File: config.mk
export PLATFORM = sky130hd
export DESIGN_NAME = gas_sensor_heat_sample_cycle
export DESIGN_NICKNAME = d
export VERILOG_FILES = /design/src/rtl/core/gshc_pkg.sv /design/src/rtl/core/gas_sensor_heat_sample_cycle.sv /design/src/rtl/core/gshc_calc.sv
export SDC_FILE = /design/constraint.sdc
export NUM_CORES = 2
export LEC_CHECK = 0
export ABC_AREA = 0
export BUFFER_PORTS_ARGS = -buffer_cell sky130_fd_sc_hd__buf_2
export CAP_MARGIN = 5
export CORE_UTILIZATION = 50
export DETAILED_ROUTE_END_ITERATION = 7
export GPL_ROUTABILITY_DRIVEN = 0
export PLACE_DENSITY = 0.71
export SLEW_MARGIN = 20
export SYNTH_ARGS = -nofsm -noshare
export SYNTH_HDL_FRONTEND = slang
export SYNTH_HIERARCHICAL = 1
export SYNTH_SLANG_ARGS = --single-unit
File: constraint.sdc
create_clock -name aclk -period 60 [get_ports aclk]
set_input_delay 9 -clock aclk [delete_from_list [all_inputs] [get_ports aclk]]
set_output_delay 9 -clock aclk [all_outputs]
set_load 0.02 [all_outputs]
File: src/rtl/core/gshc_pkg.sv
`timescale 1ns / 1ps
package gshc_pkg;

    localparam int MAX_COUNT_DEF = 128;

    // Square of 256 * 10^0.8, scaled by 1024 and rounded.
    localparam logic [31:0] KSQ = 32'd2671651997;

    localparam logic [23:0] PPM_MAX = 24'hFFFFFF;

    // Register indexes on the configuration port.
    localparam logic [2:0] REG_HEAT_TICKS      = 3'd0;
    localparam logic [2:0] REG_WINDOW_TICKS    = 3'd1;
    localparam logic [2:0] REG_SAMPLE_INTERVAL = 3'd2;
    localparam logic [2:0] REG_ADC_FLOOR       = 3'd3;
    localparam logic [2:0] REG_FULL_SCALE      = 3'd4;
    localparam logic [2:0] REG_LOAD_RATIO      = 3'd5;

    localparam logic [19:0] HEAT_TICKS_RST      = 20'd60000;
    localparam logic [19:0] WINDOW_TICKS_RST    = 20'd90000;
    localparam logic [15:0] SAMPLE_INTERVAL_RST = 16'd1000;
    localparam logic [11:0] ADC_FLOOR_RST       = 12'd124;
    localparam logic [11:0] FULL_SCALE_RST      = 12'd4095;
    localparam logic [15:0] LOAD_RATIO_RST      = 16'd256;

    typedef struct packed {
        logic start;
        logic avg;      // 1: divide sum by count, 0: convert a code to ppm
    } calc_cmd_t;

    typedef struct packed {
        logic        done;
        logic [23:0] value;
    } calc_rsp_t;

endpackage

File: src/rtl/core/gas_sensor_heat_sample_cycle.sv
`timescale 1ns / 1ps
// Gas sensor heater cycle. Each request on the s_ side is one millisecond tick
// with the sensor ADC code; each tick gives exactly one request on the m_ side
// with the heater drive, a sample flag, a cycle-done flag and the held average
// concentration (unsigned 16.8 ppm). The block heats for heat_ticks, then
// samples for window_ticks, converting at most one code per sample_interval
// ticks (up to MAX_COUNT per window), and at window end averages the sum.
// A tick that takes no sample and closes no window goes straight to the
// output register. A converted sample runs through the serial arithmetic
// unit: six 32-step shift-add multiplies, an 82-step restoring divide and a
// 24-step square root. Closing a window adds the divide of the sum by the
// count in that same unit. Configuration is to be written by the user
// through cfg_wr_en/cfg_addr/cfg_wr_data only while idle; not enforced here.
module gas_sensor_heat_sample_cycle #(
    parameter int MAX_COUNT = gshc_pkg::MAX_COUNT_DEF   // 1 to 255
) (
    input  logic        aclk,
    input  logic        aresetn,
    input  logic        s_tvalid,
    output logic        s_tready,
    input  logic [15:0] s_tdata,      // [11:0] adc_code
    output logic        m_tvalid,
    input  logic        m_tready,
    output logic [31:0] m_tdata,      // [0] heater_on, [1] sample_taken,
                                      // [2] cycle_done, [26:3] average_ppm
    input  logic        cfg_wr_en,
    input  logic [2:0]  cfg_addr,
    input  logic [19:0] cfg_wr_data
);

    localparam logic [2:0] T_IDLE   = 3'd0;
    localparam logic [2:0] T_CONV   = 3'd1;   // waiting on ppm conversion
    localparam logic [2:0] T_AVG_GO = 3'd2;   // launch average divide
    localparam logic [2:0] T_AVG    = 3'd3;
    localparam logic [2:0] T_OUT    = 3'd4;   // hand result to output register

    // configuration
    logic [19:0] heat_reg;
    logic [19:0] window_reg;
    logic [15:0] interval_reg;
    logic [11:0] floor_reg;
    logic [11:0] fs_reg;
    logic [15:0] lr_reg;

    // cycle state
    logic [2:0]  state_reg, state_next;
    logic        phase_reg, phase_next;
    logic [19:0] pt_reg, pt_next;
    logic [15:0] ss_reg, ss_next;
    logic [7:0]  cnt_reg, cnt_next;
    logic [31:0] sum_reg, sum_next;
    logic [23:0] held_reg, held_next;
    logic        taken_reg, taken_next;
    logic        done_reg, done_next;
    logic        end_reg, end_next;
    logic        m_tvalid_reg, m_tvalid_next;
    logic [31:0] m_tdata_reg, m_tdata_next;

    logic [15:0] ss_inc;
    logic [19:0] pt_inc;
    logic        take;
    logic        win_end;
    logic        accept;

    gshc_pkg::calc_cmd_t calc_cmd;
    gshc_pkg::calc_rsp_t calc_rsp;

    assign s_tready = (state_reg == T_IDLE);
    assign accept   = s_tvalid & s_tready;
    assign m_tvalid = m_tvalid_reg;
    assign m_tdata  = m_tdata_reg;

    // saturating tick counters
    assign ss_inc  = (ss_reg == 16'hFFFF) ? ss_reg : ss_reg + 16'd1;
    assign pt_inc  = (pt_reg == 20'hFFFFF) ? pt_reg : pt_reg + 20'd1;
    assign take    = (ss_inc >= interval_reg) && (cnt_reg < 8'(MAX_COUNT));
    assign win_end = (pt_inc >= window_reg);

    assign calc_cmd.start = (accept && phase_reg && take)
                          || (state_reg == T_AVG_GO && cnt_reg != 8'd0);
    assign calc_cmd.avg   = (state_reg == T_AVG_GO);

    gshc_calc u_calc (
        .aclk       (aclk),
        .aresetn    (aresetn),
        .cmd        (calc_cmd),
        .adc        (s_tdata[11:0]),
        .adc_floor  (floor_reg),
        .full_scale (fs_reg),
        .load_ratio (lr_reg),
        .sum        (sum_reg),
        .count      (cnt_reg),
        .rsp        (calc_rsp)
    );

    always_comb begin
        state_next    = state_reg;
        phase_next    = phase_reg;
        pt_next       = pt_reg;
        ss_next       = ss_reg;
        cnt_next      = cnt_reg;
        sum_next      = sum_reg;
        held_next     = held_reg;
        taken_next    = taken_reg;
        done_next     = done_reg;
        end_next      = end_reg;
        m_tvalid_next = m_tvalid_reg;
        m_tdata_next  = m_tdata_reg;

        if (m_tready) begin
            m_tvalid_next = 1'b0;
        end

        unique case (state_reg)
            T_IDLE: begin
                if (accept) begin
                    taken_next = 1'b0;
                    done_next  = 1'b0;
                    end_next   = 1'b0;
                    if (!phase_reg) begin
                        // heating: no sample on the switch tick
                        ss_next = ss_inc;
                        if (pt_inc >= heat_reg) begin
                            phase_next = 1'b1;
                            pt_next    = '0;
                        end else begin
                            pt_next = pt_inc;
                        end
                        state_next = T_OUT;
                    end else begin
                        ss_next    = take ? 16'd0 : ss_inc;
                        pt_next    = win_end ? 20'd0 : pt_inc;
                        end_next   = win_end;
                        taken_next = take;
                        if (take) begin
                            state_next = T_CONV;
                        end else if (win_end) begin
                            state_next = T_AVG_GO;
                        end else begin
                            state_next = T_OUT;
                        end
                    end
                end
            end
            T_CONV: begin
                if (calc_rsp.done) begin
                    sum_next   = sum_reg + {8'd0, calc_rsp.value};
                    cnt_next   = cnt_reg + 8'd1;
                    state_next = end_reg ? T_AVG_GO : T_OUT;
                end
            end
            T_AVG_GO: begin
                if (cnt_reg == 8'd0) begin
                    // empty window averages to zero
                    held_next  = '0;
                    sum_next   = '0;
                    phase_next = 1'b0;
                    done_next  = 1'b1;
                    state_next = T_OUT;
                end else begin
                    state_next = T_AVG;
                end
            end
            T_AVG: begin
                if (calc_rsp.done) begin
                    held_next  = calc_rsp.value;
                    sum_next   = '0;
                    cnt_next   = '0;
                    phase_next = 1'b0;
                    done_next  = 1'b1;
                    state_next = T_OUT;
                end
            end
            T_OUT: begin
                if (!m_tvalid_reg || m_tready) begin
                    m_tvalid_next = 1'b1;
                    m_tdata_next  = {5'd0, held_reg, done_reg, taken_reg, phase_reg};
                    state_next    = T_IDLE;
                end
            end
            default: begin
                state_next = T_IDLE;
            end
        endcase
    end

    always_ff @(posedge aclk) begin
        if (!aresetn) begin
            state_reg    <= T_IDLE;
            phase_reg    <= 1'b0;
            pt_reg       <= '0;
            ss_reg       <= 16'hFFFF;
            cnt_reg      <= '0;
            sum_reg      <= '0;
            held_reg     <= '0;
            taken_reg    <= 1'b0;
            done_reg     <= 1'b0;
            end_reg      <= 1'b0;
            m_tvalid_reg <= 1'b0;
        end else begin
            state_reg    <= state_next;
            phase_reg    <= phase_next;
            pt_reg       <= pt_next;
            ss_reg       <= ss_next;
            cnt_reg      <= cnt_next;
            sum_reg      <= sum_next;
            held_reg     <= held_next;
            taken_reg    <= taken_next;
            done_reg     <= done_next;
            end_reg      <= end_next;
            m_tvalid_reg <= m_tvalid_next;
        end
    end

    always_ff @(posedge aclk) begin
        m_tdata_reg <= m_tdata_next;
    end

    // configuration writes
    always_ff @(posedge aclk) begin
        if (!aresetn) begin
            heat_reg     <= gshc_pkg::HEAT_TICKS_RST;
            window_reg   <= gshc_pkg::WINDOW_TICKS_RST;
            interval_reg <= gshc_pkg::SAMPLE_INTERVAL_RST;
            floor_reg    <= gshc_pkg::ADC_FLOOR_RST;
            fs_reg       <= gshc_pkg::FULL_SCALE_RST;
            lr_reg       <= gshc_pkg::LOAD_RATIO_RST;
        end else if (cfg_wr_en) begin
            unique case (cfg_addr)
                gshc_pkg::REG_HEAT_TICKS:      heat_reg     <= cfg_wr_data;
                gshc_pkg::REG_WINDOW_TICKS:    window_reg   <= cfg_wr_data;
                gshc_pkg::REG_SAMPLE_INTERVAL: interval_reg <= cfg_wr_data[15:0];
                gshc_pkg::REG_ADC_FLOOR:       floor_reg    <= cfg_wr_data[11:0];
                gshc_pkg::REG_FULL_SCALE:      fs_reg       <= cfg_wr_data[11:0];
                gshc_pkg::REG_LOAD_RATIO:      lr_reg       <= cfg_wr_data[15:0];
                default: begin
                end
            endcase
        end
    end

endmodule

File: src/rtl/core/gshc_calc.sv
`timescale 1ns / 1ps
// Serial arithmetic: shift-add multiplier, restoring divider, restoring root.
module gshc_calc (
    input  logic                  aclk,
    input  logic                  aresetn,
    input  gshc_pkg::calc_cmd_t   cmd,
    input  logic [11:0]           adc,
    input  logic [11:0]           adc_floor,
    input  logic [11:0]           full_scale,
    input  logic [15:0]           load_ratio,
    input  logic [31:0]           sum,
    input  logic [7:0]            count,
    output gshc_pkg::calc_rsp_t   rsp
);

    localparam logic [2:0] C_IDLE = 3'd0;
    localparam logic [2:0] C_MUL  = 3'd1;
    localparam logic [2:0] C_DIV  = 3'd2;
    localparam logic [2:0] C_SQRT = 3'd3;
    localparam logic [2:0] C_DONE = 3'd4;

    localparam logic [6:0] MUL_STEPS  = 7'd32;
    localparam logic [6:0] DIV_STEPS  = 7'd82;
    localparam logic [6:0] SQRT_STEPS = 7'd24;

    logic [2:0]  state_reg, state_next;
    logic [87:0] mcand_reg, mcand_next;
    logic [31:0] mplier_reg, mplier_next;
    logic [87:0] prod_reg, prod_next;
    logic [6:0]  cnt_reg, cnt_next;
    logic [2:0]  step_reg, step_next;
    logic [27:0] d_reg, d_next;
    logic [83:0] dv_reg, dv_next;
    logic [81:0] num_reg, num_next;
    logic [83:0] rem_reg, rem_next;
    logic [47:0] q_reg, q_next;
    logic        big_reg, big_next;
    logic [25:0] srem_reg, srem_next;
    logic [23:0] root_reg, root_next;
    logic [11:0] adc_reg, adc_next;
    logic        avg_reg, avg_next;
    logic [23:0] res_reg, res_next;

    logic [87:0] prod_sum;
    logic [84:0] r_div, div_diff;
    logic        div_ge;
    logic [47:0] q_shift;
    logic [25:0] r_sq, trial;
    logic        sq_ge;

    assign prod_sum = prod_reg + (mplier_reg[0] ? mcand_reg : 88'd0);
    assign r_div    = {rem_reg, num_reg[81]};
    assign div_ge   = r_div >= {1'b0, dv_reg};
    assign div_diff = r_div - {1'b0, dv_reg};
    assign q_shift  = {q_reg[46:0], div_ge};
    assign r_sq     = {srem_reg[23:0], q_reg[47:46]};
    assign trial    = {root_reg, 2'b01};
    assign sq_ge    = r_sq >= trial;

    assign rsp.done  = (state_reg == C_DONE);
    assign rsp.value = res_reg;

    always_comb begin
        state_next  = state_reg;
        mcand_next  = mcand_reg;
        mplier_next = mplier_reg;
        prod_next   = prod_reg;
        cnt_next    = cnt_reg;
        step_next   = step_reg;
        d_next      = d_reg;
        dv_next     = dv_reg;
        num_next    = num_reg;
        rem_next    = rem_reg;
        q_next      = q_reg;
        big_next    = big_reg;
        srem_next   = srem_reg;
        root_next   = root_reg;
        adc_next    = adc_reg;
        avg_next    = avg_reg;
        res_next    = res_reg;
        unique case (state_reg)
            C_IDLE: begin
                if (cmd.start) begin
                    avg_next = cmd.avg;
                    adc_next = adc;
                    if (cmd.avg) begin
                        num_next   = {50'd0, sum};
                        dv_next    = {76'd0, count};
                        rem_next   = '0;
                        q_next     = '0;
                        big_next   = 1'b0;
                        cnt_next   = DIV_STEPS;
                        state_next = C_DIV;
                    end else if (adc <= adc_floor) begin
                        res_next   = '0;
                        state_next = C_DONE;
                    end else if (adc >= full_scale || load_ratio == 16'd0) begin
                        res_next   = gshc_pkg::PPM_MAX;
                        state_next = C_DONE;
                    end else begin
                        // D = (full_scale - adc) * load_ratio
                        mcand_next  = {76'd0, full_scale - adc};
                        mplier_next = {16'd0, load_ratio};
                        prod_next   = '0;
                        step_next   = 3'd0;
                        cnt_next    = MUL_STEPS;
                        state_next  = C_MUL;
                    end
                end
            end
            C_MUL: begin
                prod_next   = prod_sum;
                mcand_next  = {mcand_reg[86:0], 1'b0};
                mplier_next = {1'b0, mplier_reg[31:1]};
                cnt_next    = cnt_reg - 7'd1;
                if (cnt_reg == 7'd1) begin
                    prod_next = '0;
                    cnt_next  = MUL_STEPS;
                    step_next = step_reg + 3'd1;
                    case (step_reg)
                        3'd0: begin
                            d_next      = prod_sum[27:0];
                            mcand_next  = prod_sum;
                            mplier_next = {4'd0, prod_sum[27:0]};
                        end
                        3'd1: begin
                            mcand_next  = prod_sum;
                            mplier_next = {4'd0, d_reg};
                        end
                        3'd2: begin
                            dv_next     = prod_sum[83:0];
                            mcand_next  = {76'd0, adc_reg};
                            mplier_next = {20'd0, adc_reg};
                        end
                        3'd3: begin
                            mcand_next  = prod_sum;
                            mplier_next = {20'd0, adc_reg};
                        end
                        3'd4: begin
                            mcand_next  = prod_sum;
                            mplier_next = gshc_pkg::KSQ;
                        end
                        default: begin
                            // numerator KSQ * adc^3 * 2^14 over D^3
                            num_next   = {prod_sum[67:0], 14'd0};
                            rem_next   = '0;
                            q_next     = '0;
                            big_next   = 1'b0;
                            cnt_next   = DIV_STEPS;
                            state_next = C_DIV;
                        end
                    endcase
                end
            end
            C_DIV: begin
                rem_next = div_ge ? div_diff[83:0] : r_div[83:0];
                num_next = {num_reg[80:0], 1'b0};
                q_next   = q_shift;
                big_next = big_reg | q_reg[47];
                cnt_next = cnt_reg - 7'd1;
                if (cnt_reg == 7'd1) begin
                    if (avg_reg) begin
                        res_next   = q_shift[23:0];
                        state_next = C_DONE;
                    end else if (big_reg | q_reg[47]) begin
                        res_next   = gshc_pkg::PPM_MAX;
                        state_next = C_DONE;
                    end else begin
                        srem_next  = '0;
                        root_next  = '0;
                        cnt_next   = SQRT_STEPS;
                        state_next = C_SQRT;
                    end
                end
            end
            C_SQRT: begin
                srem_next = sq_ge ? (r_sq - trial) : r_sq;
                root_next = {root_reg[22:0], sq_ge};
                q_next    = {q_reg[45:0], 2'b00};
                cnt_next  = cnt_reg - 7'd1;
                if (cnt_reg == 7'd1) begin
                    res_next   = {root_reg[22:0], sq_ge};
                    state_next = C_DONE;
                end
            end
            C_DONE: begin
                state_next = C_IDLE;
            end
            default: begin
                state_next = C_IDLE;
            end
        endcase
    end

    always_ff @(posedge aclk) begin
        if (!aresetn) begin
            state_reg <= C_IDLE;
        end else begin
            state_reg <= state_next;
        end
    end

    always_ff @(posedge aclk) begin
        mcand_reg  <= mcand_next;
        mplier_reg <= mplier_next;
        prod_reg   <= prod_next;
        cnt_reg    <= cnt_next;
        step_reg   <= step_next;
        d_reg      <= d_next;
        dv_reg     <= dv_next;
        num_reg    <= num_next;
        rem_reg    <= rem_next;
        q_reg      <= q_next;
        big_reg    <= big_next;
        srem_reg   <= srem_next;
        root_reg   <= root_next;
        adc_reg    <= adc_next;
        avg_reg    <= avg_next;
        res_reg    <= res_next;
    end

endmodule

==> results summary <==
The max-slew headroom at the worst pin came out at between 20% and 30%. In the layout the commonest cells are sky130_fd_sc_hd__edfxtp_1 (649), sky130_fd_sc_hd__nand2_1 (622), sky130_fd_sc_hd__nor2_1 (512). The first-iteration detailed-routing DRC count is 3969. The final non-filler cell area is between 50000 and 60000 um2. The setup TNS is 0 ps. The detailed-route wire length per cell is about 19 um. The via count of the first global-routing pass came out at roughly 37000. Timing would allow up to 73.78 MHz. On the critical path, the stage with the largest delay is an instance of sky130_fd_sc_hd__a21boi_4. The HPWL after detailed placement is slightly below 90000 um. The worst IR drop on VDD is 24.66 uV. The synthesized-area fraction occupied by xor and xnor cells came out at 4.319%. In this run the core area contains about 120 standard-cell rows. The number of hold violations in the final report came out at 0.

The post-synthesis share of cell area spent on full adders, half adders and majority gates came out at 7.797%. The critical path goes through buf_2, nand2_1, buf_4, nor2_1, o21ai_0, nand2_1, nand2_1, nor2_1, nor2_1, a21oi_4, buf_4, a21boi_4, buf_4, buf_4. The growth of design area from synthesis to finish is 8.556%. The highest net fanout along the worst path came out at around 70. The final count of pins violating max slew is 0.

The total overflow reported by the global router is 0. Each instance of the synthesized netlist takes up on average 9.572 um2. Multiplexer cells account for under 10% of the synthesized area. The final clock period utilization by the worst path is a little under a quarter. In this run the most critical hold path is launched from held_reg[7]. In this run the critical register-to-register path is captured at u_calc/rem_reg[74]. For this run, the total global-route usage over all layers was measured as roughly 24%. The count of warnings emitted by yosys is 6. The flow ran to the end, and the final reports show no timing, DRC or antenna violations. Cells with a size suffix above 1 make up 6.409% of the layout. The maximum number of pins on one net before global-route repair is 85.

The leakage power summed over all cells is 22.02 nW. The worst setup slack before clock tree synthesis is around 46000 ps. The area of the core is 98990 um2. The most repeated library cell on the critical path is sky130_fd_sc_hd__buf_4.

The detailed-router iteration count before antenna repair is 6. The worst endpoint data arrival time came out at 13830 ps. The internal reg-to-reg setup slack came out at 52100 ps. The clock network latency to the later pin of the worst-skew pair came out at around 700 ps. The die is roughly 320 um wide. The depth of the most critical reg-to-reg path came out at 23. Across the run, the number of max-cap violations was 0. Power spread over the standard cell area amounts to 22.96 nW/um2. The number of register bits inferred by synthesis came out at about 860. The tree is rooted in a sky130_fd_sc_hd__clkbuf_16. The number of inserted diodes is 0. The setup violation total in the final timing report is 0. Summing the areas of all and, or, nand and nor instances in the mapped netlist gives 16.38% of the synthesized area. The starting density of the core is 50.80%.

The share of flip-flops with an asynchronous set or reset after synthesis came out at 0%. The compound-gate portion of the synthesized area came out at approximately 17%. The number of I/O pins is slightly below 80.

The startpoint identified for the worst register-to-register timing path is ss_reg[7]. The routed layout has 39050 vias. The critical path is of the input port to flop type. The critical path endpoint category is a flop. The die area is just over 100000 um2.

The number of nets in the finished design is 5538. TritonCTS created 92 clock buffers. The number of remaining DRC errors is 0. The number of cells produced by synthesis came out at 5254. For this run, the slowest stage of the critical path takes 940 ps. The first-pass GRT wire length is 200500 um.

The worst min-delay path endpoint is m_tdata[10]. The number of enable flip-flop cells after synthesis is 649. TritonCTS built the clock tree. The number of setup buffers added after CTS is 0.

The routed wire length came out at 124800 um. At the pin with the least slew margin, the transition time is 1147 ps. The number of antenna violations at the first check in global routing came out at 1. The number of cells in the finished layout apart from fillers came out at between 6000 and 7000. The launching element type of the critical path is an input port. The tree built by TritonCTS fans out to 856 sinks. The H-tree generated during clock tree synthesis spans 3 levels. The class of the most critical hold timing path is flop to flop. The count of instances resized after the clock tree is built is 0.

Hold is met by about 430 ps. Summing all multi-input logic gate instances after layout gives 24480 um2. The worst setup skew after layout is ~42 ps.

Among all flip-flop cells after synthesis, the most frequent one is sky130_fd_sc_hd__edfxtp_1. The total instance count after detailed placement is around 6400. The leading cell type in the layout, fill and taps excluded is sky130_fd_sc_hd__edfxtp_1. Setup repair after global routing left no endpoint under its margin. The number of buffers inserted for hold repair after clock tree synthesis is 0. Counting instances, the worst hold path has a depth of 0. For this run, the register share of the synthesized area comes to 46.99%.

The clock period minus worst slack is 13550 ps. The number of different library cells used by synthesis comes to 102. The maximum buffer depth of the clock tree is 3. The layout has 8701 filler cells.

The final worst setup slack is ~46000 ps. The register area is ~24000 um2. The netlist area before placement is 50290 um2. By area, the combinational part of the netlist is dominated by compound AO/OA/AOI/OAI gates. The required arrival time at the worst endpoint came out at 60270 ps. The height of the die is about 320 um. Once placement finished, the instance area stood at 51560 um2. After clock tree synthesis, the clock-pin slew on the worst setup and hold paths is 60 ps. In this run the remaining antenna-violating nets after routing total 0.

In the routed layout, each cell is associated on average with a via count of 5.967. In this run the tool buffered the top-level ports with 68 buffer cells.
area by class of cell:
type	instances	area share, %
clock buffers	131	4.989
well taps	1287	2.949
multi-input cells	3815	44.84
flip-flops and latches	856	43.29
inverters	303	2.085
repair buffers	115	1.270
clock inverters	38	0.5752
power by group:
| group | internal (mW) | switching (mW) |
|---|---|---|
| Sequential | 0.634 | 0.00340 |
| Clock | 0.323 | 0.244 |
| Combinational | 0.0185 | 0.0307 |
| Total | 0.976 | 0.278 |
synth_stat cells (10+ instances only):
| cell type | instances | share of area, % |
|---|---|---|
| sky130_fd_sc_hd__a211o_1 | 30 | 0.52 |
| sky130_fd_sc_hd__a211oi_1 | 28 | 0.42 |
| sky130_fd_sc_hd__a211oi_2 | 13 | 0.32 |
| sky130_fd_sc_hd__a21boi_0 | 12 | 0.18 |
| sky130_fd_sc_hd__a21o_1 | 187 | 2.8 |
| sky130_fd_sc_hd__a21oi_1 | 417 | 4.1 |
| sky130_fd_sc_hd__a221o_1 | 25 | 0.50 |
| sky130_fd_sc_hd__a221oi_1 | 19 | 0.33 |
| sky130_fd_sc_hd__a22o_1 | 43 | 0.75 |
| sky130_fd_sc_hd__a22oi_1 | 21 | 0.31 |
| sky130_fd_sc_hd__a31oi_1 | 35 | 0.44 |
| sky130_fd_sc_hd__a32o_1 | 11 | 0.22 |
| sky130_fd_sc_hd__and2_1 | 133 | 1.7 |
| sky130_fd_sc_hd__and3_1 | 50 | 0.62 |
| sky130_fd_sc_hd__buf_1 | 14 | 0.10 |
| sky130_fd_sc_hd__buf_2 | 22 | 0.22 |
| sky130_fd_sc_hd__buf_4 | 13 | 0.19 |
| sky130_fd_sc_hd__clkbuf_1 | 230 | 1.7 |
| sky130_fd_sc_hd__dfxtp_1 | 207 | 8.2 |
| sky130_fd_sc_hd__edfxtp_1 | 649 | 39 |
| sky130_fd_sc_hd__ha_1 | 307 | 7.6 |
| sky130_fd_sc_hd__inv_1 | 303 | 2.3 |
| sky130_fd_sc_hd__mux2i_1 | 126 | 2.5 |
| sky130_fd_sc_hd__nand2_1 | 623 | 4.6 |
| sky130_fd_sc_hd__nand2b_1 | 35 | 0.44 |
| sky130_fd_sc_hd__nand3_1 | 128 | 1.3 |
| sky130_fd_sc_hd__nand4_1 | 94 | 1.2 |
| sky130_fd_sc_hd__nor2_1 | 517 | 3.9 |
| sky130_fd_sc_hd__nor2b_1 | 39 | 0.49 |
| sky130_fd_sc_hd__nor3_1 | 64 | 0.64 |
| sky130_fd_sc_hd__nor4_1 | 15 | 0.19 |
| sky130_fd_sc_hd__o211ai_1 | 43 | 0.64 |
| sky130_fd_sc_hd__o21a_1 | 30 | 0.45 |
| sky130_fd_sc_hd__o21ai_0 | 248 | 2.5 |
| sky130_fd_sc_hd__o21ai_1 | 22 | 0.22 |
| sky130_fd_sc_hd__o21bai_1 | 41 | 0.61 |
| sky130_fd_sc_hd__o221ai_1 | 11 | 0.19 |
| sky130_fd_sc_hd__o22ai_1 | 10 | 0.12 |
| sky130_fd_sc_hd__o31ai_1 | 17 | 0.25 |
| sky130_fd_sc_hd__or3_1 | 17 | 0.21 |
| sky130_fd_sc_hd__xnor2_1 | 151 | 2.6 |
| sky130_fd_sc_hd__xor2_1 | 97 | 1.7 |
worst max-delay path: cells and delay by family:
family	cells	cell delay (ps)
buffers and inverters	5	2590
AO/OA/AOI/OAI	3	1320
AND/OR/NAND/NOR	6	800
per-layer routing:
| layer | track usage [%] | share of wire [%] |
|---|---|---|
| met1 | 34.61 | 46 |
| met2 | 38.36 | 45 |
| met3 | 2.572 | 6.1 |
| met4 | 7.543 | 3.1 |
| met5 | 0 | 0 |
logic make-up (layout without fill, tap and decap cells):
group | Yosys count | in the layout
adder cells (fa/ha/maj) | 311 | 311
AO/OA/AOI/OAI | 1335 | 1335
XOR/XNOR | 248 | 248
AND/OR/NAND/NOR | 1787 | 1787
flip-flops | 856 | 856
buffers and inverters | 587 | 587
multiplexers | 129 | 129
other | 1 | 5
worst max-delay path by stage:
stage	from	end	slack (ps)	cells after the start
after floorplan	s_tvalid	u_calc/big_reg	34500	9
after global placement	s_tvalid	u_calc/rem_reg[74]	45830	14
after detailed placement	s_tvalid	u_calc/rem_reg[72]	45640	14
after CTS	s_tvalid	u_calc/rem_reg[74]	46350	14
after global routing	s_tvalid	u_calc/rem_reg[71]	45980	14
final	s_tvalid	u_calc/rem_reg[74]	46450	14
through the flow:
step / total power [mW] / utilization (%)
5_1_grt: 1.293 / 55.15
2_1_floorplan: 0.6848 / -
3_5_place_dp: 0.6991 / 52.08
4_1_cts: 1.265 / 55.15
3_3_place_gp: 0.6978 / 52.08
6_report: 1.253 / 55.15
Note: power is estimated with default switching activity, not from simulation.
